**config.mk**
```make
export PLATFORM = sky130hd
export DESIGN_NAME = mchu_front
export DESIGN_NICKNAME = d
export VERILOG_FILES = /design/src/sv/magnetometer_calibrate_and_heading_unit_defines.svh /design/src/sv/mchu_pkg.sv /design/src/sv/mchu_front.sv
export SDC_FILE = /design/constraint.sdc
export NUM_CORES = 2
export LEC_CHECK = 0
export BUFFER_PORTS_ARGS = -buffer_cell sky130_fd_sc_hd__clkbuf_2
export CAP_MARGIN = 20
export CORE_MARGIN = 1
export CORE_UTILIZATION = 67
export DETAILED_ROUTE_END_ITERATION = 8
export GPL_TIMING_DRIVEN = 0
export HOLD_SLACK_MARGIN = 0.03
export PLACE_DENSITY = 0.95
export SETUP_SLACK_MARGIN = 0.15
export SLEW_MARGIN = 25
export SYNTH_ARGS = -nofsm -noshare
export SYNTH_HDL_FRONTEND = slang
export SYNTH_SLANG_ARGS = --single-unit
```
**constraint.sdc**
```tcl
create_clock -name clk_i -period 17.9 [get_ports clk_i]
set_input_delay 1.79 -clock clk_i [delete_from_list [all_inputs] [get_ports clk_i]]
set_output_delay 1.79 -clock clk_i [all_outputs]
set_load 0.03 [all_outputs]
```
**src/sv/magnetometer_calibrate_and_heading_unit_defines.svh**
```systemverilog
// ----------------------------------------------------------------------------
// Assertion macros for the magnetometer calibrate and heading unit
// Implication and next-cycle checks, clocked on clk_i, off while in reset.
// ----------------------------------------------------------------------------
`ifndef MAGNETOMETER_CALIBRATE_AND_HEADING_UNIT_DEFINES_SVH
`define MAGNETOMETER_CALIBRATE_AND_HEADING_UNIT_DEFINES_SVH

`ifndef SYNTHESIS
// same-cycle implication
`define MCHU_A_IMPL(lbl, ante, cons, msg) \
  lbl: assert property (@(posedge clk_i) disable iff (!rst_ni) (ante) |-> (cons)) \
    else $error(msg);
// next-cycle implication
`define MCHU_A_NEXT(lbl, ante, cons, msg) \
  lbl: assert property (@(posedge clk_i) disable iff (!rst_ni) (ante) |=> (cons)) \
    else $error(msg);
`else
`define MCHU_A_IMPL(lbl, ante, cons, msg)
`define MCHU_A_NEXT(lbl, ante, cons, msg)
`endif

`endif

```
**src/sv/mchu_pkg.sv**
```systemverilog
// ----------------------------------------------------------------------------
// mchu_pkg
// Shared types, codes and the CORDIC arctangent table.
// ----------------------------------------------------------------------------
package mchu_pkg;

  localparam int unsigned SW       = 16;  // sample width
  localparam int unsigned CSW      = 18;  // calibration group sum
  localparam int unsigned HSW      = 26;  // heading sum
  localparam int unsigned SPW      = 17;  // span sum width
  localparam int unsigned AXW      = 27;  // heading axis value
  localparam int unsigned RW       = 16;  // span ratio width
  localparam int unsigned PRESH    = 12;  // CORDIC prescale shift
  localparam int unsigned CW       = AXW + RW + PRESH + 3;  // CORDIC datapath
  localparam int unsigned ZW       = 28;  // angle, 2^-16 degree units
  localparam int unsigned AW       = ZW + 1;
  localparam int unsigned CAL_GROUP = 4;
  localparam int unsigned CAL_SHIFT = 2;
  localparam int unsigned FIFO_DEPTH = 2;

  localparam logic signed [ZW-1:0] DEG_HALF = 28'sd11796480;
  localparam logic signed [ZW-1:0] DEG_FULL = 28'sd23592960;

  localparam logic [1:0] CFG_SENSOR_MODE   = 2'd0;
  localparam logic [1:0] CFG_AVERAGE_COUNT = 2'd1;

  typedef enum logic [1:0] {
    FN_CAL_START, FN_CAL_SAMPLE, FN_CAL_STOP, FN_HEADING
  } func_e;

  typedef enum logic [1:0] {
    MODE_SUM, MODE_A, MODE_B, MODE_AVG
  } mode_e;

  typedef enum logic [3:0] {
    BK_IDLE, BK_DIV, BK_CAL_OUT, BK_MUL, BK_PRE, BK_ROT, BK_ACC, BK_FIN
  } bk_state_e;

  // request passed from front to back
  typedef struct packed {
    logic                      cal;
    logic                      two;
    logic [1:0]                rsel0;
    logic signed [AXW-1:0]     x0;
    logic signed [AXW-1:0]     y0;
    logic signed [AXW-1:0]     x1;
    logic signed [AXW-1:0]     y1;
    logic [3:0][SW-1:0]        off;
    logic [2:0][SPW-1:0]       num;
    logic [2:0][SPW-1:0]       den;
  } job_t;

  typedef struct packed {
    logic                kind;
    logic [8:0]          heading;
    logic [3:0][SW-1:0]  off;
    logic [2:0][RW-1:0]  ratio;
  } res_t;

  // arctangent of 2^-i in 2^-16 degree units, rounded
  function automatic logic signed [ZW-1:0] ang_tab(input logic [4:0] idx);
    logic signed [ZW-1:0] a;
    case (idx)
      5'd0:  a = 28'sd2949120;
      5'd1:  a = 28'sd1740967;
      5'd2:  a = 28'sd919879;
      5'd3:  a = 28'sd466945;
      5'd4:  a = 28'sd234379;
      5'd5:  a = 28'sd117304;
      5'd6:  a = 28'sd58666;
      5'd7:  a = 28'sd29335;
      5'd8:  a = 28'sd14668;
      5'd9:  a = 28'sd7334;
      5'd10: a = 28'sd3667;
      5'd11: a = 28'sd1833;
      5'd12: a = 28'sd917;
      5'd13: a = 28'sd458;
      5'd14: a = 28'sd229;
      5'd15: a = 28'sd115;
      5'd16: a = 28'sd57;
      5'd17: a = 28'sd29;
      5'd18: a = 28'sd14;
      5'd19: a = 28'sd7;
      5'd20: a = 28'sd4;
      5'd21: a = 28'sd2;
      5'd22: a = 28'sd1;
      default: a = '0;
    endcase
    return a;
  endfunction

endpackage

```
**src/sv/mchu_front.sv**
```systemverilog
// ----------------------------------------------------------------------------
// mchu_front
// Accepts samples, tracks calibration extremes and heading sums, and
// issues stop and heading requests to the back end.
// ----------------------------------------------------------------------------
module mchu_front (
  input  logic                clk_i,
  input  logic                rst_ni,
  input  logic                in_valid_i,
  output logic                in_ready_o,
  input  logic [1:0]          func_i,
  input  logic signed [15:0]  x_a_i,
  input  logic signed [15:0]  y_a_i,
  input  logic signed [15:0]  x_b_i,
  input  logic signed [15:0]  y_b_i,
  input  logic [1:0]          mode_i,
  input  logic [7:0]          avg_i,
  input  logic                full_i,
  output logic                push_o,
  output mchu_pkg::job_t      job_o
);
  import mchu_pkg::*;

  logic signed [SW-1:0]  amax_q [4];
  logic signed [SW-1:0]  amin_q [4];
  logic signed [CSW-1:0] gsum_q [4];
  logic [1:0]            gcnt_q;
  logic signed [HSW-1:0] hsum_q [4];
  logic [7:0]            hcnt_q;

  logic                  acc;
  func_e                 fn;
  logic signed [SW-1:0]  smp    [4];
  logic signed [CSW-1:0] gsum_n [4];
  logic signed [SW-1:0]  avg    [4];
  logic signed [HSW-1:0] hsum_n [4];
  logic signed [AXW-1:0] hx     [4];
  logic signed [SW:0]    diff   [4];
  logic [SW-1:0]         span   [4];
  logic signed [SW:0]    osum   [4];
  logic signed [SW:0]    ohalf  [4];
  logic [7:0]            need;
  logic [8:0]            hcnt_n;
  logic                  fire;

  assign in_ready_o = !full_i;
  assign acc        = in_valid_i && in_ready_o;
  assign fn         = func_e'(func_i);

  // per-axis arithmetic
  always_comb begin
    smp[0] = x_a_i;
    smp[1] = y_a_i;
    smp[2] = x_b_i;
    smp[3] = y_b_i;
    for (int k = 0; k < 4; k++) begin
      gsum_n[k] = gsum_q[k] + CSW'(smp[k]);
      avg[k]    = SW'(gsum_n[k] >>> CAL_SHIFT);
      hsum_n[k] = hsum_q[k] + HSW'(smp[k]);
      hx[k]     = AXW'(hsum_n[k]);
      diff[k]   = (SW+1)'(amax_q[k]) - (SW+1)'(amin_q[k]);
      span[k]   = diff[k][SW] ? SW'(-diff[k]) : SW'(diff[k]);
      osum[k]   = (SW+1)'(amax_q[k]) + (SW+1)'(amin_q[k]);
      // halve, truncating toward zero
      ohalf[k]  = (osum[k] + (SW+1)'(osum[k][SW])) >>> 1;
    end
  end

  // heading count
  assign need   = (avg_i == 8'd0) ? 8'd1 : avg_i;
  assign hcnt_n = {1'b0, hcnt_q} + 9'd1;
  assign fire   = hcnt_n >= {1'b0, need};

  // request build
  always_comb begin
    job_o = '0;
    if (fn == FN_CAL_STOP) begin
      job_o.cal    = 1'b1;
      job_o.num[0] = SPW'(span[0]) + SPW'(span[2]);
      job_o.den[0] = SPW'(span[1]) + SPW'(span[3]);
      job_o.num[1] = SPW'(span[0]);
      job_o.den[1] = SPW'(span[1]);
      job_o.num[2] = SPW'(span[2]);
      job_o.den[2] = SPW'(span[3]);
      job_o.off[0] = osum[0][SW-1:0];
      job_o.off[1] = osum[1][SW-1:0];
      job_o.off[2] = ohalf[2][SW-1:0];
      job_o.off[3] = ohalf[3][SW-1:0];
    end else begin
      unique case (mode_e'(mode_i))
        MODE_SUM: begin
          job_o.x0    = hx[2] - hx[0];
          job_o.y0    = hx[1] + hx[3];
          job_o.rsel0 = 2'd0;
        end
        MODE_A: begin
          job_o.x0    = -hx[0];
          job_o.y0    = hx[1];
          job_o.rsel0 = 2'd1;
        end
        MODE_B: begin
          job_o.x0    = hx[2];
          job_o.y0    = hx[3];
          job_o.rsel0 = 2'd2;
        end
        MODE_AVG: begin
          job_o.x0    = -hx[0];
          job_o.y0    = hx[1];
          job_o.rsel0 = 2'd1;
          job_o.x1    = hx[2];
          job_o.y1    = hx[3];
          job_o.two   = 1'b1;
        end
        default: job_o.rsel0 = 2'd0;
      endcase
    end
  end

  assign push_o = acc && ((fn == FN_CAL_STOP) || ((fn == FN_HEADING) && fire));

  // calibration and heading state
  always_ff @(posedge clk_i or negedge rst_ni) begin
    if (!rst_ni) begin
      for (int k = 0; k < 4; k++) begin
        amax_q[k] <= -16'sd20000;
        amin_q[k] <= 16'sd20000;
        gsum_q[k] <= '0;
        hsum_q[k] <= '0;
      end
      gcnt_q <= '0;
      hcnt_q <= '0;
    end else if (acc) begin
      unique case (fn)
        FN_CAL_START: begin
          for (int k = 0; k < 4; k++) begin
            amax_q[k] <= -16'sd20000;
            amin_q[k] <= 16'sd20000;
            gsum_q[k] <= '0;
          end
          gcnt_q <= '0;
        end
        FN_CAL_SAMPLE: begin
          if (gcnt_q == 2'(CAL_GROUP - 1)) begin
            for (int k = 0; k < 4; k++) begin
              if (amax_q[k] < avg[k]) amax_q[k] <= avg[k];
              if (amin_q[k] > avg[k]) amin_q[k] <= avg[k];
              gsum_q[k] <= '0;
            end
            gcnt_q <= '0;
          end else begin
            for (int k = 0; k < 4; k++) gsum_q[k] <= gsum_n[k];
            gcnt_q <= gcnt_q + 2'd1;
          end
        end
        FN_CAL_STOP: begin
        end
        FN_HEADING: begin
          if (fire) begin
            for (int k = 0; k < 4; k++) hsum_q[k] <= '0;
            hcnt_q <= '0;
          end else begin
            for (int k = 0; k < 4; k++) hsum_q[k] <= hsum_n[k];
            hcnt_q <= hcnt_n[7:0];
          end
        end
        default: begin
        end
      endcase
    end
  end

endmodule

```
==> flow_summary_export.csv <==
group,metric,value,unit
grt,antenna_found_initial,6,
grt,grt_pass1_vias,37400,
floorplan,die-area,57400,µm²
routing,drc,0,
logic_synthesis,synth_top_cells_by_area,"dfrtp_1 18%, ha_1 17%, xnor2_1 5.6%",
clock_network,post_cts_resized,0,
logic_synthesis,synth_top_family_by_area,"compound AO/OA/AOI/OAI gates",
routing,drt_wl_total,132000,µm
setup_path,worst-endpoint-required,16110,ps
logic_synthesis,synthArstFlopShare,100,%
cells_and_area,layout_commonest_cell,"ha_1",
clock_network,cts_max_path_buffers,3,
sta,maxSlewHeadroom,22.6,%
logic_synthesis,synth.distinct_cells,97,
min_path,whs_path_depth,2,
floorplan,die_h,240,µm
cells_and_area,nets,5824,
setup_path,reg2regPathDepth,21,
routing,vias_per_cell,6.72,
routing,wl_met2,55800,µm
run,cap_violations,0,
floorplan,ios,360,
logic_synthesis,synth-edff-count,0,
logic_synthesis,yosysWarnings,0,
logic_synthesis,synth_area,37800,µm²
routing,drt-initial-drc-count,5037,
status,outcome,"completed",
sta,setup_tns,0,ps
logic_synthesis,synth-simple-area-share,19.4,%
routing,via_count,40200,
routing,first_pass_iters,9,
clock_network,holdBufCountCts,0,
floorplan,initial_utilization,68.3,%
cells_and_area,layout_common_cells,"519 x ha_1, 471 x nor2_1, 420 x nand2_1",
logic_synthesis,synth.avg_cell_area,7.87,µm²
logic_synthesis,synth_area_leader_cell,"dfrtp_1",
logic_synthesis,synthCells,4808,
grt,grt_overflow,0,
clock_network,clk-insertion-delay-late,560,ps
setup_path,critical_path_class,"reg -> out",
logic_synthesis,synthXorXnorAreaFrac,8.63,%
routing,wl_per_cell,22.0,µm
routing,wl_met1,48300,µm
routing,top_layer,"met5",
clock_network,cts_tree,"yes",
logic_synthesis,synthAdderAreaFrac,18.2,%
logic_synthesis,synth_top_area_share,17.6,%
floorplan,die_w,240,µm
logic_synthesis,ys_ff_latch,314,
logic_synthesis,ys_seq_area_share,20.9,%
setup_path,cp-start-kind,"flip-flop",
sta,finClkSkew,26.5,ps
logic_synthesis,yosys_most_used_dff,"dfrtp_1",
sta,worst_pin_slew,1160,ps
sta,hold_ws,482,ps
setup_path,crit_arrival,7310,ps
placed_design,place_hpwl,102000,µm
clock_network,cts-htree-levels,2,
floorplan,fp-row-count,86,
sta,slew_violations,0,
routing,wl_met3,15900,µm
placed_design,io_buffers,354,
sta,post-route-period-util,50.9,%
grt,track_usage,45.0,%
grt,grt_first_pass_wirelength,203000,µm
sta,min_period,9100,ps
floorplan,core_area,55400,µm²
clock_network,cts-root-buf,"clkbuf_16",
setup_path,worstSetupEndpointType,"output port",
clock_network,cts_made_buffers,35,
placed_design,globalplace.congestion,1.08,
logic_synthesis,synth_compound_area_share,25.7,%
grt,grt_start_max_net_pins,93,
sta,fmax,110,MHz
sta,rsz0062_at_grt,"no",
min_path,hold_class,"reg -> reg",
setup_path,critPathMaxFanout,8,
clock_network,cts_num_sinks,314,
routing,final_antenna_net_count,0,
cells_and_area,syn2layout_area_growth,10.9,%
cells_and_area,layout-drive-gt1-share,11.3,%
clock_network,cts.reportedPaths.clkPinSlew,60,ps
sta,setup_viol,0,
logic_synthesis,synth_mux_area_share,2.07,%
sta,final_hold_viol_count,0,
clock_network,cts_setup_buffers,0,
## area by class of cell
| cell class | count | area [µm²] |
|---|---|---|
| Antenna cell | 5 | 12.5 |
| Buffer | 174 | 698 |
| Clock buffer | 42 | 933 |
| Clock inverter | 22 | 343 |
| Fill cell | 3943 | 13500 |
| Inverter | 323 | 1210 |
| Multi-Input combinational cell | 4000 | 28000 |
| Sequential cell | 314 | 7920 |
| Tap cell | 748 | 936 |
| Timing Repair Buffer | 357 | 1860 |
## synth_stat cells, drive strengths merged (119+ instances only)
cell type / n
xor2: 121
dfrtp: 266
xnor2: 245
a21oi: 323
a21o: 119
inv: 322
clkbuf: 149
o21ai: 315
ha: 519
nor3: 134
nor2: 471
nand2: 421
## path summary, 6_finish.rpt
| check | start | to | slack, ps |
|---|---|---|---|
| setup / recovery | amax_q[48]$_DFFE_PN0P_ | job_o[66] | 8800 |
| hold / removal | hsum_q[100]$_DFFE_PN0P_ | hsum_q[100]$_DFFE_PN0P_ | 480 |
| setup reg to reg | gsum_q[19]$_DFFE_PN0P_ | amin_q[23]$_DFFE_PN0P_ | 11890 |
| hold reg to reg | hsum_q[100]$_DFFE_PN0P_ | hsum_q[100]$_DFFE_PN0P_ | 480 |
| max in group asynchronous | rst_ni | amin_q[41]$_DFFE_PN1P_ | 15360 |
| min in group asynchronous | rst_ni | hsum_q[44]$_DFFE_PN0P_ | 1260 |
## sequential cells by signal, summed over array words and instances, names as in the netlist
name and count:
gcnt_q 2, amax_q 64, amin_q 64, hcnt_q 8, gsum_q 72, hsum_q 104
## worst max-delay path: stages, from the launching register on
cell and delay, ps:
dfrtp_1 410, inv_1 110, ha_1 240, fa_1 420, nor2b_1 190, o21bai_1 80, a21boi_1 320, o211ai_1 180
a21o_1 220, a211oi_1 360, a2bb2oi_1 550, nor2_1 110, xnor2_1 720, ha_1 400, a21oi_1 210, o21ai_0 130
a21o_1 210, a21oi_1 180, o21ai_0 140, o41ai_1 490, o21ai_0 300, a211o_1 340, o211ai_1 160, clkbuf_2 270
## layer usage
metal	vias to the layer above	GRT usage (%)
met3	692	9.61
met2	2742	68.9
li1	18200	-
met4	4	33.2
met1	18600	55.7
met5	-	0
## stage by stage
step	setup WS (ps)	cell area, µm²	utilization [%]	std cells
4_1_cts	9070	41900	75.7	5980
3_3_place_gp	8290	40600	73.2	5913
3_5_place_dp	9110	40700	73.4	5916
6_report	8800	42000	75.7	5985
5_1_grt	8480	42000	75.7	5983
2_1_floorplan	9750	37900	-	4811
## cell families (layout without fill, tap and decap cells)
logic type / Yosys count / after routing
AOI/OAI and AO/OA: 1466 / 1466
buffers and inverters: 497 / 918
adders and majority gates: 539 / 539
and+or+nand+nor: 1552 / 1552
DFF: 314 / 314
other: 1 / 9
muxes: 71 / 71
xor gates and xnor gates: 368 / 368
Power is not shown: default switching activity piles up to over one toggle a cycle in this logic, so the estimate is an artifact.
