### src/sv/magnetometer_calibrate_and_heading_unit_defines.svh
// ----------------------------------------------------------------------------
// Assertion macros for the magnetometer calibrate and heading unit
// Implication and next-cycle checks, clocked on clk_i, off while in reset.
// ----------------------------------------------------------------------------
`ifndef MAGNETOMETER_CALIBRATE_AND_HEADING_UNIT_DEFINES_SVH
`define MAGNETOMETER_CALIBRATE_AND_HEADING_UNIT_DEFINES_SVH

`ifndef SYNTHESIS
// same-cycle implication
`define MCHU_A_IMPL(lbl, ante, cons, msg) \
  lbl: assert property (@(posedge clk_i) disable iff (!rst_ni) (ante) |-> (cons)) \
    else $error(msg);
// next-cycle implication
`define MCHU_A_NEXT(lbl, ante, cons, msg) \
  lbl: assert property (@(posedge clk_i) disable iff (!rst_ni) (ante) |=> (cons)) \
    else $error(msg);
`else
`define MCHU_A_IMPL(lbl, ante, cons, msg)
`define MCHU_A_NEXT(lbl, ante, cons, msg)
`endif

`endif

### src/sv/mchu_pkg.sv
// ----------------------------------------------------------------------------
// mchu_pkg
// Shared types, codes and the CORDIC arctangent table.
// ----------------------------------------------------------------------------
package mchu_pkg;

  localparam int unsigned SW       = 16;  // sample width
  localparam int unsigned CSW      = 18;  // calibration group sum
  localparam int unsigned HSW      = 26;  // heading sum
  localparam int unsigned SPW      = 17;  // span sum width
  localparam int unsigned AXW      = 27;  // heading axis value
  localparam int unsigned RW       = 16;  // span ratio width
  localparam int unsigned PRESH    = 12;  // CORDIC prescale shift
  localparam int unsigned CW       = AXW + RW + PRESH + 3;  // CORDIC datapath
  localparam int unsigned ZW       = 28;  // angle, 2^-16 degree units
  localparam int unsigned AW       = ZW + 1;
  localparam int unsigned CAL_GROUP = 4;
  localparam int unsigned CAL_SHIFT = 2;
  localparam int unsigned FIFO_DEPTH = 2;

  localparam logic signed [ZW-1:0] DEG_HALF = 28'sd11796480;
  localparam logic signed [ZW-1:0] DEG_FULL = 28'sd23592960;

  localparam logic [1:0] CFG_SENSOR_MODE   = 2'd0;
  localparam logic [1:0] CFG_AVERAGE_COUNT = 2'd1;

  typedef enum logic [1:0] {
    FN_CAL_START, FN_CAL_SAMPLE, FN_CAL_STOP, FN_HEADING
  } func_e;

  typedef enum logic [1:0] {
    MODE_SUM, MODE_A, MODE_B, MODE_AVG
  } mode_e;

  typedef enum logic [3:0] {
    BK_IDLE, BK_DIV, BK_CAL_OUT, BK_MUL, BK_PRE, BK_ROT, BK_ACC, BK_FIN
  } bk_state_e;

  // request passed from front to back
  typedef struct packed {
    logic                      cal;
    logic                      two;
    logic [1:0]                rsel0;
    logic signed [AXW-1:0]     x0;
    logic signed [AXW-1:0]     y0;
    logic signed [AXW-1:0]     x1;
    logic signed [AXW-1:0]     y1;
    logic [3:0][SW-1:0]        off;
    logic [2:0][SPW-1:0]       num;
    logic [2:0][SPW-1:0]       den;
  } job_t;

  typedef struct packed {
    logic                kind;
    logic [8:0]          heading;
    logic [3:0][SW-1:0]  off;
    logic [2:0][RW-1:0]  ratio;
  } res_t;

  // arctangent of 2^-i in 2^-16 degree units, rounded
  function automatic logic signed [ZW-1:0] ang_tab(input logic [4:0] idx);
    logic signed [ZW-1:0] a;
    case (idx)
      5'd0:  a = 28'sd2949120;
      5'd1:  a = 28'sd1740967;
      5'd2:  a = 28'sd919879;
      5'd3:  a = 28'sd466945;
      5'd4:  a = 28'sd234379;
      5'd5:  a = 28'sd117304;
      5'd6:  a = 28'sd58666;
      5'd7:  a = 28'sd29335;
      5'd8:  a = 28'sd14668;
      5'd9:  a = 28'sd7334;
      5'd10: a = 28'sd3667;
      5'd11: a = 28'sd1833;
      5'd12: a = 28'sd917;
      5'd13: a = 28'sd458;
      5'd14: a = 28'sd229;
      5'd15: a = 28'sd115;
      5'd16: a = 28'sd57;
      5'd17: a = 28'sd29;
      5'd18: a = 28'sd14;
      5'd19: a = 28'sd7;
      5'd20: a = 28'sd4;
      5'd21: a = 28'sd2;
      5'd22: a = 28'sd1;
      default: a = '0;
    endcase
    return a;
  endfunction

endpackage

### src/sv/mchu_back.sv
// ----------------------------------------------------------------------------
// mchu_back
// Executes requests: shared restoring divider for span ratios and an
// iterative CORDIC for the heading angle, with a result register.
// ----------------------------------------------------------------------------
`include "magnetometer_calibrate_and_heading_unit_defines.svh"

module mchu_back #(
  parameter int unsigned CORDIC_STEPS    = 16,
  parameter int unsigned RATIO_FRAC_BITS = 8
) (
  input  logic            clk_i,
  input  logic            rst_ni,
  input  mchu_pkg::job_t  job_i,
  input  logic            empty_i,
  output logic            pop_o,
  output logic            out_valid_o,
  input  logic            out_ready_i,
  output mchu_pkg::res_t  res_o
);
  import mchu_pkg::*;

  localparam int unsigned NW = SPW + RATIO_FRAC_BITS;   // dividend bits
  localparam int unsigned DW = $clog2(NW);
  localparam int unsigned IW = $clog2(CORDIC_STEPS);
  localparam int unsigned PW = AXW + RW + 1;             // Y times ratio

  bk_state_e            st_q, st_d;
  job_t                 job_q;
  logic [RW-1:0]        ratio_q [3];
  logic [1:0]           rk_q;
  logic [DW-1:0]        dc_q;
  logic [NW-1:0]        dvd_q;
  logic [SPW-1:0]       rem_q;
  logic                 sel_q;
  logic signed [AXW-1:0] xa_q;
  logic signed [PW-1:0] yp_q;
  logic signed [CW-1:0] x_q, v_q;
  logic signed [ZW-1:0] z_q;
  logic [IW-1:0]        i_q;
  logic signed [AW-1:0] acc_q;
  res_t                 out_q;
  logic                 ov_q;

  logic                 free;
  logic [SPW:0]         shf;
  logic                 ge;
  logic [NW-1:0]        dvd_n;
  logic [SPW-1:0]       rem_n;
  logic [RW-1:0]        rnew;
  logic [1:0]           rsel;
  logic [1:0]           rk_nx;
  logic signed [CW-1:0] xw, vw, dx, dv;
  logic signed [ZW-1:0] tab;
  logic signed [AW-1:0] theta;
  logic signed [AW:0]   hh;
  res_t                 cal_res, hd_res;

  assign free        = !ov_q || out_ready_i;
  assign pop_o       = (st_q == BK_IDLE) && !empty_i;
  assign out_valid_o = ov_q;
  assign res_o       = out_q;

  // next ratio slot, held at the last one
  assign rk_nx = (rk_q == 2'd2) ? 2'd2 : rk_q + 2'd1;

  // divider step
  always_comb begin
    shf   = {rem_q, dvd_q[NW-1]};
    ge    = shf >= {1'b0, job_q.den[rk_q]};
    rem_n = ge ? SPW'(shf - {1'b0, job_q.den[rk_q]}) : shf[SPW-1:0];
    dvd_n = {dvd_q[NW-2:0], ge};
    if (job_q.den[rk_q] == '0)         rnew = '1;
    else if (dvd_n > NW'({RW{1'b1}})) rnew = '1;
    else                               rnew = dvd_n[RW-1:0];
  end

  // CORDIC setup and step
  always_comb begin
    rsel = sel_q ? 2'd2 : job_q.rsel0;
    xw   = CW'(xa_q) <<< (RATIO_FRAC_BITS + PRESH);
    vw   = -(CW'(yp_q) <<< PRESH);
    dx   = v_q >>> i_q;
    dv   = x_q >>> i_q;
    tab  = ang_tab(5'(i_q));
  end

  // heading wrap
  always_comb begin
    theta = job_q.two ? (acc_q >>> 1) : acc_q;
    hh    = (AW+1)'(theta) + (AW+1)'(DEG_HALF);
    if (hh < 0) hh = hh + (AW+1)'(DEG_FULL);
    if (hh > (AW+1)'(DEG_FULL)) hh = hh - (AW+1)'(DEG_FULL);
    if (hh < 0) hh = '0;
    hd_res         = '0;
    hd_res.heading = hh[24:16];
    cal_res        = '0;
    cal_res.kind   = 1'b1;
    cal_res.off    = job_q.off;
    for (int k = 0; k < 3; k++) cal_res.ratio[k] = ratio_q[k];
  end

  // next state
  always_comb begin
    st_d = st_q;
    unique case (st_q)
      BK_IDLE:    if (!empty_i) st_d = job_i.cal ? BK_DIV : BK_MUL;
      BK_DIV:     if (dc_q == '0 && rk_q == 2'd2) st_d = BK_CAL_OUT;
      BK_CAL_OUT: if (free) st_d = BK_IDLE;
      BK_MUL:     st_d = BK_PRE;
      BK_PRE:     st_d = (yp_q == '0) ? BK_ACC : BK_ROT;
      BK_ROT:     if (i_q == IW'(CORDIC_STEPS - 1)) st_d = BK_ACC;
      BK_ACC:     st_d = (job_q.two && !sel_q) ? BK_MUL : BK_FIN;
      BK_FIN:     if (free) st_d = BK_IDLE;
      default:    st_d = BK_IDLE;
    endcase
  end

  always_ff @(posedge clk_i or negedge rst_ni) begin
    if (!rst_ni) st_q <= BK_IDLE;
    else         st_q <= st_d;
  end

  // span ratios and result valid
  always_ff @(posedge clk_i or negedge rst_ni) begin
    if (!rst_ni) begin
      for (int k = 0; k < 3; k++) ratio_q[k] <= RW'(1 << RATIO_FRAC_BITS);
      ov_q <= 1'b0;
    end else begin
      if (st_q == BK_DIV && dc_q == '0) ratio_q[rk_q] <= rnew;
      if (((st_q == BK_CAL_OUT) || (st_q == BK_FIN)) && free) ov_q <= 1'b1;
      else if (out_ready_i)                                   ov_q <= 1'b0;
    end
  end

  // datapath
  always_ff @(posedge clk_i) begin
    case (st_q)
      BK_IDLE: begin
        job_q <= job_i;
        rk_q  <= '0;
        dc_q  <= DW'(NW - 1);
        dvd_q <= {job_i.num[0], {RATIO_FRAC_BITS{1'b0}}};
        rem_q <= '0;
        sel_q <= 1'b0;
        acc_q <= '0;
      end
      BK_DIV: begin
        if (dc_q == '0) begin
          rk_q  <= rk_q + 2'd1;
          dc_q  <= DW'(NW - 1);
          dvd_q <= {job_q.num[rk_nx], {RATIO_FRAC_BITS{1'b0}}};
          rem_q <= '0;
        end else begin
          dc_q  <= dc_q - DW'(1);
          dvd_q <= dvd_n;
          rem_q <= rem_n;
        end
      end
      BK_CAL_OUT: if (free) out_q <= cal_res;
      BK_MUL: begin
        xa_q <= sel_q ? job_q.x1 : job_q.x0;
        yp_q <= (sel_q ? job_q.y1 : job_q.y0) * $signed({1'b0, ratio_q[rsel]});
      end
      BK_PRE: begin
        i_q <= '0;
        if (yp_q == '0) begin
          z_q <= (xa_q < 0) ? -DEG_HALF : '0;
        end else if (xw < 0) begin
          z_q <= (vw > 0) ? DEG_HALF : -DEG_HALF;
          x_q <= -xw;
          v_q <= -vw;
        end else begin
          z_q <= '0;
          x_q <= xw;
          v_q <= vw;
        end
      end
      BK_ROT: begin
        i_q <= i_q + IW'(1);
        if (v_q > 0) begin
          x_q <= x_q + dx;
          v_q <= v_q - dv;
          z_q <= z_q + tab;
        end else begin
          x_q <= x_q - dx;
          v_q <= v_q + dv;
          z_q <= z_q - tab;
        end
      end
      BK_ACC: begin
        acc_q <= acc_q + AW'(z_q);
        sel_q <= 1'b1;
      end
      BK_FIN: if (free) out_q <= hd_res;
      default: begin
      end
    endcase
  end

  `MCHU_A_IMPL(a_cal_no_heading, ov_q && out_q.kind, out_q.heading == 9'd0,
               "calibration result with heading set")
  `MCHU_A_IMPL(a_heading_range, ov_q && !out_q.kind, out_q.heading <= 9'd360,
               "heading above 360")
  `MCHU_A_NEXT(a_pop_starts, pop_o, st_q != BK_IDLE, "popped request not started")

endmodule
### config.mk
export PLATFORM = sky130hd
export DESIGN_NAME = mchu_back
export DESIGN_NICKNAME = d
export VERILOG_FILES = /design/src/sv/mchu_pkg.sv /design/src/sv/mchu_back.sv
export VERILOG_INCLUDE_DIRS = /design/src /design/src/sv
export SDC_FILE = /design/constraint.sdc
export NUM_CORES = 2
export LEC_CHECK = 0
export BUFFER_PORTS_ARGS = -buffer_cell sky130_fd_sc_hd__buf_4
export CAP_MARGIN = 30
export CORE_MARGIN = 2
export CORE_UTILIZATION = 34
export DETAILED_ROUTE_END_ITERATION = 6
export HOLD_SLACK_MARGIN = 0.15
export PLACE_DENSITY = 0.56
export SYNTH_ARGS = -nofsm -noshare
export SYNTH_HDL_FRONTEND = slang
export SYNTH_SLANG_ARGS = --single-unit
### constraint.sdc
create_clock -name clk_i -period 32.4 [get_ports clk_i]
set_input_delay 1.62 -clock clk_i [delete_from_list [all_inputs] [get_ports clk_i]]
set_output_delay 1.62 -clock clk_i [all_outputs]
set_load 0.005 [all_outputs]
==> flow_metrics.env <==
export IMPL_outcome="finished clean"
export IMPL_layout_cells_non_filler=9615
export IMPL_port_buffer_count=405
export IMPL_first_pass_iters=6
export IMPL_grt_max_degree=89
export IMPL_mostFrequentLayoutCells="edfxtp_1, nand2_1, nor2_1, inv_1, buf_4"
export IMPL_die_x_um=446
export IMPL_start_kind="register"
export IMPL_layout_drive_gt1_share=0.133
export IMPL_maxSlewViolCount=0
export IMPL_remaining_drc_errors=0
export IMPL_vias=51200
export IMPL_crit_fanout=54
export IMPL_cts_tree="built"
export IMPL_nFillCells=19200
export IMPL_dieArea_um2=199000
export IMPL_finalCritPeriodShare=0.289
export IMPL_hold_violations=0
export IMPL_overflow=0
export IMPL_wl_per_cell_um=20.3
export IMPL_final_common_cell="edfxtp_1"
export IMPL_cp_required_ps=32880
export IMPL_register_area_um2=22700
export IMPL_end_kind="register"
export IMPL_final_cell_area_um2=75400
export IMPL_yosysWarnings=0
export IMPL_fp_row_count=162
export IMPL_drt_iter0_markers=4138
export IMPL_cts_root_buf="clkbuf_16"
export IMPL_timing_setup_tns_ps=0
export IMPL_syn_mean_instance_area_um2=9.85
export IMPL_coreArea_um2=195000
export IMPL_syn_num_nets=7763
export IMPL_setup_viol=0
export IMPL_cts_hold_buffers_added=0
export IMPL_worstPathArrival_ps=9840
export IMPL_placed_area_um2=72100
export IMPL_routed_via_density=5.33
export IMPL_antenna_found_initial=5
export IMPL_period_minus_slack_ps=9360
export IMPL_nets=8016
export IMPL_die_h_um=446
export IMPL_ant_nets=0
export IMPL_grt_pass1_wl_um=302000
export IMPL_ys_flop_type="edfxtp_1"
export IMPL_hold_class="reg -> reg"
export IMPL_totalWireLength_um=195000
export IMPL_areaGrowthSynthToFinish_pct=13.6
export IMPL_post_cts_resized=0
export IMPL_max_slew_margin_rel=0.277
export IMPL_cts_max_level=3
export IMPL_drv_cap=0
export IMPL_grt_pass1_vias=51200
export IMPL_crit_slowest_cell="mux2i_1"
export IMPL_tightest_slew_ps=1080
export IMPL_fmax_mhz=107
export IMPL_worstSkewPairLatency_ps=740
export IMPL_syn_area_um2=66400
export IMPL_post_cts_setup_buffers=0
export IMPL_critPathMaxStageDelay_ps=870
export IMPL_initial_core_util=0.341
export IMPL_gp_congestion=0.899
export IMPL_hold_ws_ps=515
export IMPL_skew_ps=43.1
export IMPL_clock_path_buffers=3
export IMPL_multi_input_area_um2=40300
export IMPL_yosysSeqAreaShare=0.341
export IMPL_dp_cells=9443
export IMPL_synth_seq_cells=771
export IMPL_cts_sinks=771
export IMPL_ys_types=101
export IMPL_async_flop_share=0.0674
export IMPL_cts_buffers=91
export IMPL_synth_edf_count=697
export IMPL_cpMostUsedCell="fa_1"
export IMPL_synthCells=6744
export IMPL_rsz0062_at_grt="false"
export IMPL_dp_hpwl_um=150000
export IMPL_ios=406
export IMPL_critPathKind="reg -> reg"
export IMPL_clk_pin_slew_worst_paths_ps=60
export IMPL_grtUsageTotal=0.193
==> area by class of cell <==
cell class,instances,share of cell area
multi-input combinational,5041,0.534
sequential,771,0.301
timing repair buffer,479,0.0494
antenna,1,0.0000332
tap,2542,0.0422
clock buffer,111,0.0330
clock inverter,57,0.0107
inverter,613,0.0305
==> worst paths after layout <==
check	start	end	slack, ps	cells past startpoint
max	sel_q	yp_q[43]	23040	26
min	cal_res[106]	res_o[106]	520	1
max reg2reg	sel_q	yp_q[43]	23040	26
min reg2reg	cal_res[106]	res_o[106]	520	1
max in group asynchronous	rst_ni	cal_res[18]	30970	1
min in group asynchronous	rst_ni	cal_res[0]	930	1
==> routing by layer <==
metal / up-vias / part of all wire / GRT usage / wire length, um
li1: 24200 / - / - / -
met1: 25300 / 0.44 / 0.259 / 85700
met2: 1429 / 0.48 / 0.321 / 93700
met3: 285 / 0.050 / 0.0258 / 9860
met4: 4 / 0.030 / 0.0598 / 5860
met5: - / 0.00012 / 0 / 24
==> stage by stage <==
stage | setup WS [ps] | util
3_3_place_gp | 23160 | 0.370
5_1_grt | 22610 | 0.388
6_report | 23040 | 0.388
2_1_floorplan | 16840 | -
4_1_cts | 22990 | 0.387
3_5_place_dp | 22990 | 0.370
==> synth_stat cells, drive strengths merged (69+ instances only) <==
cell type  instances  share of area
xnor2            255          0.034
mux2i            219          0.033
mux4              98          0.033
o21ai            345          0.026
nor2             663          0.037
a31oi             69         0.0065
a21oi            372          0.028
a21o             136          0.015
nand3             79         0.0060
fa               424           0.13
clkbuf           240          0.014
nor3             106         0.0081
xor2             183          0.024
buf               79         0.0061
inv              612          0.035
mux2             132          0.022
edfxtp           697           0.32
nand2            691          0.039
ha               313          0.059
and2             151          0.014
==> registers in the layout, indices dropped and copies added, names as in the netlist <==
register     cells
st_q             3
acc_q           29
xa_q            27
rem_q           17
sel_q            1
x_q             58
res_o          122
v_q             58
i_q              4
yp_q            44
z_q             28
job_q          213
rk_q             2
dvd_q           25
dc_q             5
out_valid_o      1
tab             22
cal_res        112
==> critical path: cells and delay by family, from the launching register on <==
| kind | cells | cell delay (ps) |
|---|---|---|
| fa+ha+maj | 7 | 3360 |
| compound gates | 8 | 1890 |
| buf+inv | 6 | 1350 |
| simple gates | 3 | 1040 |
| mux | 1 | 870 |
| flops | 1 | 320 |
| xor+xnor | 1 | 130 |
==> kinds of logic (layout without fill, tap and decap cells) <==
family          count (synthesis)  in the layout  synth area share
simple gates                 2083           2083             0.145
compound gates               1334           1334             0.126
buf+inv                       932           1260            0.0543
flops                         771            771             0.341
fa+ha+maj                     737            737             0.187
mux                           449            449            0.0886
xor+xnor                      438            438            0.0578
other cells                     0              1                 0
Power is not shown: default switching activity piles up to over one toggle a cycle in this logic, so the estimate is an artifact.
