`config.mk`:
```
export PLATFORM = sky130hd
export DESIGN_NAME = mchu_fifo
export DESIGN_NICKNAME = d
export VERILOG_FILES = /design/src/sv/mchu_pkg.sv /design/src/sv/mchu_fifo.sv
export VERILOG_INCLUDE_DIRS = /design/src /design/src/sv
export SDC_FILE = /design/constraint.sdc
export NUM_CORES = 1
export LEC_CHECK = 0
export BUFFER_PORTS_ARGS = -buffer_cell sky130_fd_sc_hd__buf_2
export CORE_AREA = 4 4 219 221
export CTS_BUF_LIST = sky130_fd_sc_hd__clkbuf_4
export CTS_CLUSTER_DIAMETER = 80
export DETAILED_ROUTE_END_ITERATION = 10
export DIE_AREA = 0 0 223 225
export PLACE_DENSITY = 0.81
export SLEW_MARGIN = 25
export SYNTH_ARGS = -nofsm -noshare
export SYNTH_HDL_FRONTEND = slang
export SYNTH_SLANG_ARGS = --single-unit
```
`constraint.sdc`:
```
create_clock -name clk_i -period 13.6 [get_ports clk_i]
set_clock_uncertainty 0.1 [all_clocks]
set_input_delay 0 -clock clk_i [delete_from_list [all_inputs] [get_ports clk_i]]
set_output_delay 0 -clock clk_i [all_outputs]
set_load 0.05 [all_outputs]
```
`src/sv/magnetometer_calibrate_and_heading_unit_defines.svh`:
```
// ----------------------------------------------------------------------------
// Assertion macros for the magnetometer calibrate and heading unit
// Implication and next-cycle checks, clocked on clk_i, off while in reset.
// ----------------------------------------------------------------------------
`ifndef MAGNETOMETER_CALIBRATE_AND_HEADING_UNIT_DEFINES_SVH
`define MAGNETOMETER_CALIBRATE_AND_HEADING_UNIT_DEFINES_SVH

`ifndef SYNTHESIS
// same-cycle implication
`define MCHU_A_IMPL(lbl, ante, cons, msg) \
  lbl: assert property (@(posedge clk_i) disable iff (!rst_ni) (ante) |-> (cons)) \
    else $error(msg);
// next-cycle implication
`define MCHU_A_NEXT(lbl, ante, cons, msg) \
  lbl: assert property (@(posedge clk_i) disable iff (!rst_ni) (ante) |=> (cons)) \
    else $error(msg);
`else
`define MCHU_A_IMPL(lbl, ante, cons, msg)
`define MCHU_A_NEXT(lbl, ante, cons, msg)
`endif

`endif

```
`src/sv/mchu_pkg.sv`:
```
// ----------------------------------------------------------------------------
// mchu_pkg
// Shared types, codes and the CORDIC arctangent table.
// ----------------------------------------------------------------------------
package mchu_pkg;

  localparam int unsigned SW       = 16;  // sample width
  localparam int unsigned CSW      = 18;  // calibration group sum
  localparam int unsigned HSW      = 26;  // heading sum
  localparam int unsigned SPW      = 17;  // span sum width
  localparam int unsigned AXW      = 27;  // heading axis value
  localparam int unsigned RW       = 16;  // span ratio width
  localparam int unsigned PRESH    = 12;  // CORDIC prescale shift
  localparam int unsigned CW       = AXW + RW + PRESH + 3;  // CORDIC datapath
  localparam int unsigned ZW       = 28;  // angle, 2^-16 degree units
  localparam int unsigned AW       = ZW + 1;
  localparam int unsigned CAL_GROUP = 4;
  localparam int unsigned CAL_SHIFT = 2;
  localparam int unsigned FIFO_DEPTH = 2;

  localparam logic signed [ZW-1:0] DEG_HALF = 28'sd11796480;
  localparam logic signed [ZW-1:0] DEG_FULL = 28'sd23592960;

  localparam logic [1:0] CFG_SENSOR_MODE   = 2'd0;
  localparam logic [1:0] CFG_AVERAGE_COUNT = 2'd1;

  typedef enum logic [1:0] {
    FN_CAL_START, FN_CAL_SAMPLE, FN_CAL_STOP, FN_HEADING
  } func_e;

  typedef enum logic [1:0] {
    MODE_SUM, MODE_A, MODE_B, MODE_AVG
  } mode_e;

  typedef enum logic [3:0] {
    BK_IDLE, BK_DIV, BK_CAL_OUT, BK_MUL, BK_PRE, BK_ROT, BK_ACC, BK_FIN
  } bk_state_e;

  // request passed from front to back
  typedef struct packed {
    logic                      cal;
    logic                      two;
    logic [1:0]                rsel0;
    logic signed [AXW-1:0]     x0;
    logic signed [AXW-1:0]     y0;
    logic signed [AXW-1:0]     x1;
    logic signed [AXW-1:0]     y1;
    logic [3:0][SW-1:0]        off;
    logic [2:0][SPW-1:0]       num;
    logic [2:0][SPW-1:0]       den;
  } job_t;

  typedef struct packed {
    logic                kind;
    logic [8:0]          heading;
    logic [3:0][SW-1:0]  off;
    logic [2:0][RW-1:0]  ratio;
  } res_t;

  // arctangent of 2^-i in 2^-16 degree units, rounded
  function automatic logic signed [ZW-1:0] ang_tab(input logic [4:0] idx);
    logic signed [ZW-1:0] a;
    case (idx)
      5'd0:  a = 28'sd2949120;
      5'd1:  a = 28'sd1740967;
      5'd2:  a = 28'sd919879;
      5'd3:  a = 28'sd466945;
      5'd4:  a = 28'sd234379;
      5'd5:  a = 28'sd117304;
      5'd6:  a = 28'sd58666;
      5'd7:  a = 28'sd29335;
      5'd8:  a = 28'sd14668;
      5'd9:  a = 28'sd7334;
      5'd10: a = 28'sd3667;
      5'd11: a = 28'sd1833;
      5'd12: a = 28'sd917;
      5'd13: a = 28'sd458;
      5'd14: a = 28'sd229;
      5'd15: a = 28'sd115;
      5'd16: a = 28'sd57;
      5'd17: a = 28'sd29;
      5'd18: a = 28'sd14;
      5'd19: a = 28'sd7;
      5'd20: a = 28'sd4;
      5'd21: a = 28'sd2;
      5'd22: a = 28'sd1;
      default: a = '0;
    endcase
    return a;
  endfunction

endpackage

```
`src/sv/mchu_fifo.sv`:
```
// ----------------------------------------------------------------------------
// mchu_fifo
// Short request queue between front and back end.
// ----------------------------------------------------------------------------
`include "magnetometer_calibrate_and_heading_unit_defines.svh"

module mchu_fifo (
  input  logic            clk_i,
  input  logic            rst_ni,
  input  logic            push_i,
  input  mchu_pkg::job_t  din_i,
  input  logic            pop_i,
  output mchu_pkg::job_t  dout_o,
  output logic            full_o,
  output logic            empty_o
);
  import mchu_pkg::*;

  localparam int unsigned PW = $clog2(FIFO_DEPTH);

  job_t          mem_q [FIFO_DEPTH];
  logic [PW-1:0] wp_q, rp_q;
  logic [PW:0]   cnt_q;

  assign full_o  = (cnt_q == (PW+1)'(FIFO_DEPTH));
  assign empty_o = (cnt_q == '0);
  assign dout_o  = mem_q[rp_q];

  // storage
  always_ff @(posedge clk_i) begin
    if (push_i) mem_q[wp_q] <= din_i;
  end

  // pointers
  always_ff @(posedge clk_i or negedge rst_ni) begin
    if (!rst_ni) begin
      wp_q  <= '0;
      rp_q  <= '0;
      cnt_q <= '0;
    end else begin
      if (push_i) wp_q <= wp_q + PW'(1);
      if (pop_i)  rp_q <= rp_q + PW'(1);
      if (push_i && !pop_i)      cnt_q <= cnt_q + (PW+1)'(1);
      else if (pop_i && !push_i) cnt_q <= cnt_q - (PW+1)'(1);
    end
  end

  `MCHU_A_IMPL(a_fifo_bound, 1'b1, cnt_q <= (PW+1)'(FIFO_DEPTH), "fifo count over depth")
  `MCHU_A_IMPL(a_fifo_no_underflow, pop_i, !empty_o, "pop from empty fifo")
  `MCHU_A_IMPL(a_fifo_no_overflow, push_i && !pop_i, !full_o, "push into full fifo")

endmodule

```
==> results of run 1 <==
[kinds of logic after synthesis]
kind of cell               synth area share [%]
buffers and inverters                      1.50
xor gates and xnor gates                  0.208
muxes                                      18.4
and+or+nand+nor                           0.125
DFF                                        79.7
adders and majority gates                0.0594
[per-stage QoR]
| step | cell area, um2 | instances | hold slack, ns |
|---|---|---|---|
| after floorplan | 21100 | 881 | -0.396 |
| after global placement | 24400 | 2029 | -0.289 |
| after detailed placement | 24400 | 2029 | -0.287 |
==> results.py, run 1 <==
metrics = {
    "yosys": {
        "ys_ff_latch": 560,
        "synth_top_area_cell": "edfxtp_1",
        "yosys_warnings": 0,
        "synth_common_cells": "edfxtp_1 (556), mux2_4 (200), mux2_2 (78)",
        "synth-edff-count": 556,
        "yosys-top-cells-area": "edfxtp_1 (79%), mux2_4 (14%), mux2_2 (4.2%), buf_6 (1.3%), dfrtp_1 (0.47%)",
        "ys_types": 13,
        "async_flop_share_pct": 0.714,
        "syn-cell-area_um2": 21100,
        "synth_seq_area_share_pct": 79.7,
        "synthMostInstantiatedCell": "edfxtp_1",
        "syn_inst": 881,
        "synthesis.nets": 1164,
        "yosysTopAreaCellShare_pct": 79.2,
        "avgSynthCellArea_um2": 23.9,
        "synth_flop_cell": "edfxtp_1",
    },
    "clock_network": {
        "clock_sinks": 560,
        "hold_buffers": 451,
        "cts_buffer_depth": 3,
        "htreeDepth": 4,
        "cts_made_buffers": 139,
        "cts_resized": 0,
        "cts_setup_buffers": 0,
        "cts-root-buf": "clkbuf_4",
    },
    "floorplanning": {
        "start_util_pct": 45.7,
        "die_height_um": 225,
        "core.rowCount": 79,
        "die_x_um": 223,
        "ioPinCount": 562,
    },
    "placement": {
        "pre_cts_ws_ns": 10.05,
        "dp_hpwl_um": 32500,
        "place.gp.congestion": 0.824,
        "port_buffers": 561,
    },
    "outcome": {
        "stop_stage": "4_1_cts",
        "outcome": "stopped before the end",
        "firstError": "[ERROR RSZ-0060] Max buffer count reached.",
    },
}
==> inputs of run 2 (changes only) <==
--- a/config.mk
+++ b/config.mk
@@ -7,12 +7,10 @@
 export NUM_CORES = 1
 export LEC_CHECK = 0
 export BUFFER_PORTS_ARGS = -buffer_cell sky130_fd_sc_hd__buf_2
-export CORE_AREA = 4 4 219 221
-export CTS_BUF_LIST = sky130_fd_sc_hd__clkbuf_4
-export CTS_CLUSTER_DIAMETER = 80
+export CORE_MARGIN = 4
+export CORE_UTILIZATION = 40
 export DETAILED_ROUTE_END_ITERATION = 10
-export DIE_AREA = 0 0 223 225
-export PLACE_DENSITY = 0.81
+export PLACE_DENSITY_LB_ADDON = 0.15
 export SLEW_MARGIN = 25
 export SYNTH_ARGS = -nofsm -noshare
 export SYNTH_HDL_FRONTEND = slang
==> constraint.sdc (replaced) <==
create_clock -name clk_i -period 17.7 [get_ports clk_i]
set_clock_uncertainty 0.1 [all_clocks]
set_input_delay 0 -clock clk_i [delete_from_list [all_inputs] [get_ports clk_i]]
set_output_delay 0 -clock clk_i [all_outputs]
set_load 0.05 [all_outputs]
==> run 2 against run 1 <==
  * The run now ends clean
  * Synthesized cell count unchanged
  * Area after synthesis unchanged
==> results.py, run 2 <==
metrics = {
    "final_layout": {
        "reg.largest.list": "mem_q x556, cnt_q x2",
        "fillerInstances": 3977,
        "top_register": "mem_q",
        "drive_gt1_share_pct": 49.2,
        "fin_cells": 2581,
        "final_common_cell": "buf_2",
        "final_nets": 2135,
        "mostFrequentLayoutCells": "buf_2 (561), edfxtp_1 (556), dlygate4sd3_1 (369)",
        "largest_register_ffs": 556,
        "areaGrowthSynthToFinish_pct": 42.6,
    },
    "timing": {
        "min_period_over_period_pct": 22.4,
        "fin_crit_ns": 3.97,
        "fin_tns_setup_ns": 0,
        "finalSetupViolCount": 0,
        "clock.fmax_mhz": 252,
        "worst_pin_slew_ns": 1.33,
        "relSlewSlack_pct": 11.6,
        "drv_slew": 0,
        "hold_violations": 0,
        "rsz0062_at_grt": "false",
    },
    "clock_network": {
        "insertion_delay_ns": 0.60,
        "clk_pin_slew_ns": 0.06,
        "htreeDepth": 2,
        "cts_made_buffers": 58,
        "cts_tree": "done",
        "cts_setup_buffers": 0,
        "clock_sinks": 560,
        "hold_buffers": 367,
        "cts_resized": 0,
        "cts-root-buf": "clkbuf_16",
        "cts_buffer_depth": 3,
    },
    "yosys": {
        "syn_inst": 881,
        "ys_ff_latch": 560,
        "synthesis.nets": 1164,
        "syn-cell-area_um2": 21100,
        "synth_seq_area_share_pct": 79.7,
        "synth_flop_cell": "edfxtp_1",
        "ys_types": 13,
        "avgSynthCellArea_um2": 23.9,
        "yosys_warnings": 0,
        "yosys-top-cells-area": "edfxtp_1 (79%), mux2_4 (14%), mux2_2 (4.2%), buf_6 (1.3%), dfrtp_1 (0.47%)",
        "synthMostInstantiatedCell": "edfxtp_1",
        "synth-edff-count": 556,
        "async_flop_share_pct": 0.714,
        "synth_top_area_cell": "edfxtp_1",
        "yosysTopAreaCellShare_pct": 79.2,
        "synth_common_cells": "edfxtp_1 (556), mux2_4 (200), mux2_2 (78)",
    },
    "placement": {
        "port_buffers": 561,
        "dp_hpwl_um": 34800,
        "place.gp.congestion": 0.817,
        "dpl.cell_count": 2101,
    },
    "power": {
        "p_clk_share_pct": 21.7,
        "p_int_mw": 3.11,
        "power_switching_mw": 2.09,
        "switching_share_pct": 40.2,
        "seqPwrFrac_pct": 35.6,
        "power_density_nw_per_um2": 173,
        "power_frac_comb_pct": 42.8,
        "irDropWorstVdd_mv": 0.117,
        "leakage_nw": 12.0,
    },
    "critical_path": {
        "critical_path_class": "flop to primary output",
        "cp-end-kind": "primary output",
        "cpLargestDelayFamily": "buffers and inverters",
        "arrival_ns": 3.87,
        "crit_start": "rp_q",
        "slowest_delay_ns": 0.90,
        "path_buf_inv": 3,
        "critPathLaunchType": "flop",
        "cp.required_ns": 17.60,
        "cp_slowest_cell": "buf_4",
        "worst-path-max-fanout": 59,
        "cp_common_cell": "buf_4",
        "crit_chain": "buf_4, buf_4, mux2_2, buf_2",
        "worstReg2RegStart": "wp_q",
    },
    "routing": {
        "wl_um": 52300,
        "ant_nets": 0,
        "drc_errors": 0,
        "wire_per_inst_um": 20.2,
        "vias": 11800,
        "drtIter0Drc": 545,
        "via_per_inst": 4.58,
        "drt_pass1_iterations": 4,
    },
    "run": {
        "cap_violations": 0,
    },
    "floorplanning": {
        "die-area_um2": 56400,
        "die_x_um": 238,
        "start_util_pct": 40.8,
        "die_height_um": 238,
        "core_area_um2": 51700,
        "core.rowCount": 83,
        "ioPinCount": 562,
    },
    "global_route": {
        "grt_pass1_wl_um": 76400,
        "grt_max_degree": 154,
        "grt_pass1_vias": 12800,
        "grt_antenna_before_repair": 2,
        "grt_usage_pct": 17.7,
        "gr-total-overflow": 0,
    },
    "outcome": {
        "outcome": "finished clean",
    },
    "hold_path": {
        "worstHoldPathType": "input pin to flop",
        "worstHoldStart": "din_i[93]",
    },
}
run 2: cell counts after synthesis:
No cell type changed its count.
run 2: path summary, 6_finish.rpt:
kind	to	slack [ns]	cells past startpoint
worst max-delay path	dout_o[8]	13.73	4
worst min-delay path	mem_q[0][93]	0.04	2
worst max register to register	mem_q[1][156]	14.79	4
worst min register to register	cnt_q[1]	0.40	1
max in group asynchronous	rp_q	17.09	3
min in group asynchronous	rp_q	0.21	3
run 2: power groups by stage:
stage / Clock, mW / Sequential [mW] / Combinational [mW]
final: 1.13 / 1.85 / 2.22
after global routing: 1.22 / 1.87 / 2.30
after CTS: 1.16 / 1.85 / 2.23
after detailed placement: 0 / 1.88 / 2.16
after global placement: 0 / 1.87 / 2.16
after floorplan: 0 / 1.94 / 1.77
run 2: per-stage QoR:
stage          hold slack (ns)  util, %  instance area (um2)  worst slack (ns)  power (mW)
6_report                0.0360     58.1                30000             13.73        5.20
5_1_grt                0.00425     58.1                30000             13.51        5.39
4_1_cts               0.000203     58.0                30000             13.65        5.24
3_5_place_dp            -0.285     47.4                24500             14.31        4.04
3_3_place_gp            -0.290     47.4                24500             14.34        4.03
2_1_floorplan           -0.396        -                21100              4.00        3.70
run 2: cells by family after synthesis:
logic type | after synthesis | share of synthesized area (%)
and+or+nand+nor | 5 | 0.125
xor gates and xnor gates | 5 | 0.208
buffers and inverters | 32 | 1.50
muxes | 278 | 18.4
adders and majority gates | 1 | 0.0594
DFF | 560 | 79.7
run 2: final cells by class:
cell class / count / area (um2) / share of cell area, %
clock inverter: 33 / 190 / 0.633
antenna: 1 / 2.50 / 0.00833
sequential: 560 / 16800 / 55.9
clock buffer: 75 / 1580 / 5.25
multi-input combinational: 289 / 3970 / 13.2
timing repair buffer: 942 / 6650 / 22.1
inverter: 1 / 3.75 / 0.0125
tap: 680 / 851 / 2.83
run 2: metal layers:
| layer | part of all wire, % | GRT usage (%) |
|---|---|---|
| met5 | 0.025 | 0 |
| met4 | 2.8 | 5.36 |
| met1 | 37 | 20.3 |
| met2 | 52 | 31.8 |
| met3 | 7.3 | 5.28 |
Power figures use the tool's default switching activity.
==> inputs of run 3 (changes only) <==
==> constraint.sdc (replaced) <==
create_clock -name clk_i -period 3.34 [get_ports clk_i]
set_clock_uncertainty 0.1 [all_clocks]
set_input_delay 0 -clock clk_i [delete_from_list [all_inputs] [get_ports clk_i]]
set_output_delay 0 -clock clk_i [all_outputs]
set_load 0.05 [all_outputs]
==> run 3 against run 2 <==
  * Count of clock-buffer cells in the layout up 1
  * Via count up 0.94%
  * Die area unchanged
  * Register-to-register slack worse by 13 ns
  * Critical path depth down 1
  * Critical endpoint is now dout_o[0]
  * Highest routed layer is now met4
==> results.py, run 3 (synthesis gave the netlist of run 2 again) <==
metrics = {
    "outcome": {
        "outcome": "finished clean",
    },
    "final_layout": {
        "fillerInstances": 3996,
        "areaGrowthSynthToFinish_pct": 43.3,
        "top_register": "mem_q",
        "largest_register_ffs": 556,
        "mostFrequentLayoutCells": "buf_2 (561), edfxtp_1 (556), dlygate4sd3_1 (378)",
        "drive_gt1_share_pct": 49.0,
        "layout.area.seq_um2": 16800,
        "final_nets": 2155,
        "final_common_cell": "buf_2",
        "final_util_pct": 58.4,
        "multi_input_area_um2": 3970,
        "reg.largest.list": "mem_q x556, cnt_q x2",
    },
    "routing": {
        "wl_um": 52200,
        "ant_nets": 0,
        "drt_pass1_iterations": 4,
        "drtIter0Drc": 596,
        "vias": 11900,
        "wire_per_inst_um": 20.1,
        "drc_errors": 0,
        "via_per_inst": 4.60,
    },
    "clock_network": {
        "clock_sinks": 560,
        "cts-root-buf": "clkbuf_16",
        "cts_tree": "done",
        "clk_pin_slew_ns": 0.06,
        "cts_setup_buffers": 0,
        "hold_buffers": 378,
        "insertion_delay_ns": 0.58,
        "htreeDepth": 2,
        "cts_made_buffers": 58,
        "cts_buffer_depth": 3,
        "cts_resized": 0,
    },
    "critical_path": {
        "worst-path-max-fanout": 37,
        "critical_path_class": "flop to primary output",
        "cp.required_ns": 3.24,
        "critPathLaunchType": "flop",
        "cp-end-kind": "primary output",
        "rr_worst_depth": 2,
        "crit_start": "rp_q",
        "r2r_slack_ns": 1.38,
        "worstReg2RegStart": "wp_q",
        "arrival_ns": 2.55,
    },
    "hold_path": {
        "worstHoldPathType": "input pin to flop",
        "whs_path_depth": 2,
        "worstHoldStart": "din_i[129]",
    },
    "floorplanning": {
        "die-area_um2": 56400,
        "core_area_um2": 51700,
        "die_height_um": 238,
        "die_x_um": 238,
        "start_util_pct": 40.8,
        "core.rowCount": 83,
        "ioPinCount": 562,
    },
    "placement": {
        "pre_cts_ws_ns": 1.22,
        "dp_hpwl_um": 34300,
        "place.gp.congestion": 0.752,
        "port_buffers": 561,
    },
    "power": {
        "p_int_mw": 16.4,
        "power_density_nw_per_um2": 910,
        "power_switching_mw": 11.1,
        "seqPwrFrac_pct": 35.4,
        "leakage_nw": 12.0,
        "power_frac_comb_pct": 43.5,
        "p_clk_share_pct": 21.1,
        "switching_share_pct": 40.5,
        "irDropWorstVdd_mv": 0.559,
        "p_total_mw": 27.5,
    },
    "global_route": {
        "grt_antenna_before_repair": 3,
        "grt_usage_pct": 17.7,
        "grt_pass1_wl_um": 76600,
        "grt_max_degree": 93,
        "grt_pass1_vias": 12900,
        "gr-total-overflow": 0,
    },
    "timing": {
        "worst_pin_slew_ns": 0.675,
        "clock.fmax_mhz": 377,
        "relSlewSlack_pct": 55.0,
        "final.setup.worst_slack_ns": 0.686,
        "rsz0062_at_grt": "false",
        "fin_tns_setup_ns": 0,
        "drv_slew": 0,
        "fin_crit_ns": 2.65,
        "min_period_over_period_pct": 79.5,
        "finalSetupViolCount": 0,
        "whs_ns": 0.0363,
        "hold_violations": 0,
    },
    "run": {
        "cap_violations": 0,
    },
}
[run 3: changes by cell type in the layout (fill, tap and decap cells not counted), sizes merged]
cell         before  now
clkinv           30   17
buf             573  584
dlygate4sd3     369  378
diode             1    3
clkbuf           75   76
clkinvlp          1    2
[run 3: power groups by stage]
| stage | clock network, mW | logic (mW) | registers, mW |
|---|---|---|---|
| 2_1_floorplan | 0 | 9.36 | 9.88 |
| 4_1_cts | 5.98 | 12.1 | 9.75 |
| 3_3_place_gp | 0 | 11.7 | 9.82 |
| 6_report | 5.81 | 11.9 | 9.73 |
| 5_1_grt | 6.28 | 12.4 | 9.84 |
| 3_5_place_dp | 0 | 11.7 | 9.89 |
[run 3: layout make-up]
cell class	instances	area share, %
Tap cell	680	2.82
Clock inverter	21	0.435
Sequential cell	560	55.6
Antenna cell	3	0.0249
Timing Repair Buffer	962	22.8
Multi-Input combinational cell	289	13.2
Clock buffer	76	5.10
Inverter	1	0.0124
[run 3: metal layers]
metal / global-route usage, % / share of wire, % / vias to the layer above
met5: 0 / 0 / -
met4: 6.23 / 2.8 / 0
met3: 4.87 / 6.9 / 76
met2: 32.0 / 53 / 363
met1: 20.1 / 37 / 5971
li1: - / - / 5512
[run 3: path summary, 6_finish.rpt]
kind,end
max,dout_o[0]
min,mem_q[0][129]
max reg2reg,mem_q[1][26]
min reg2reg,cnt_q[1]
max in group asynchronous,rp_q
min in group asynchronous,cnt_q[0]
[run 3: critical path: stages, from the launching register on]
cell and delay, ns:
dfrtp_4 0.86, buf_4 0.46, mux2_2 0.39, buf_2 0.22
[run 3: metrics by stage]
step                      instances  cell area, um2
after floorplan                 881           21100
after global placement         2114           24700
after detailed placement       2114           24700
after CTS                      2589           30200
after global routing           2592           30200
final                          2592           30200
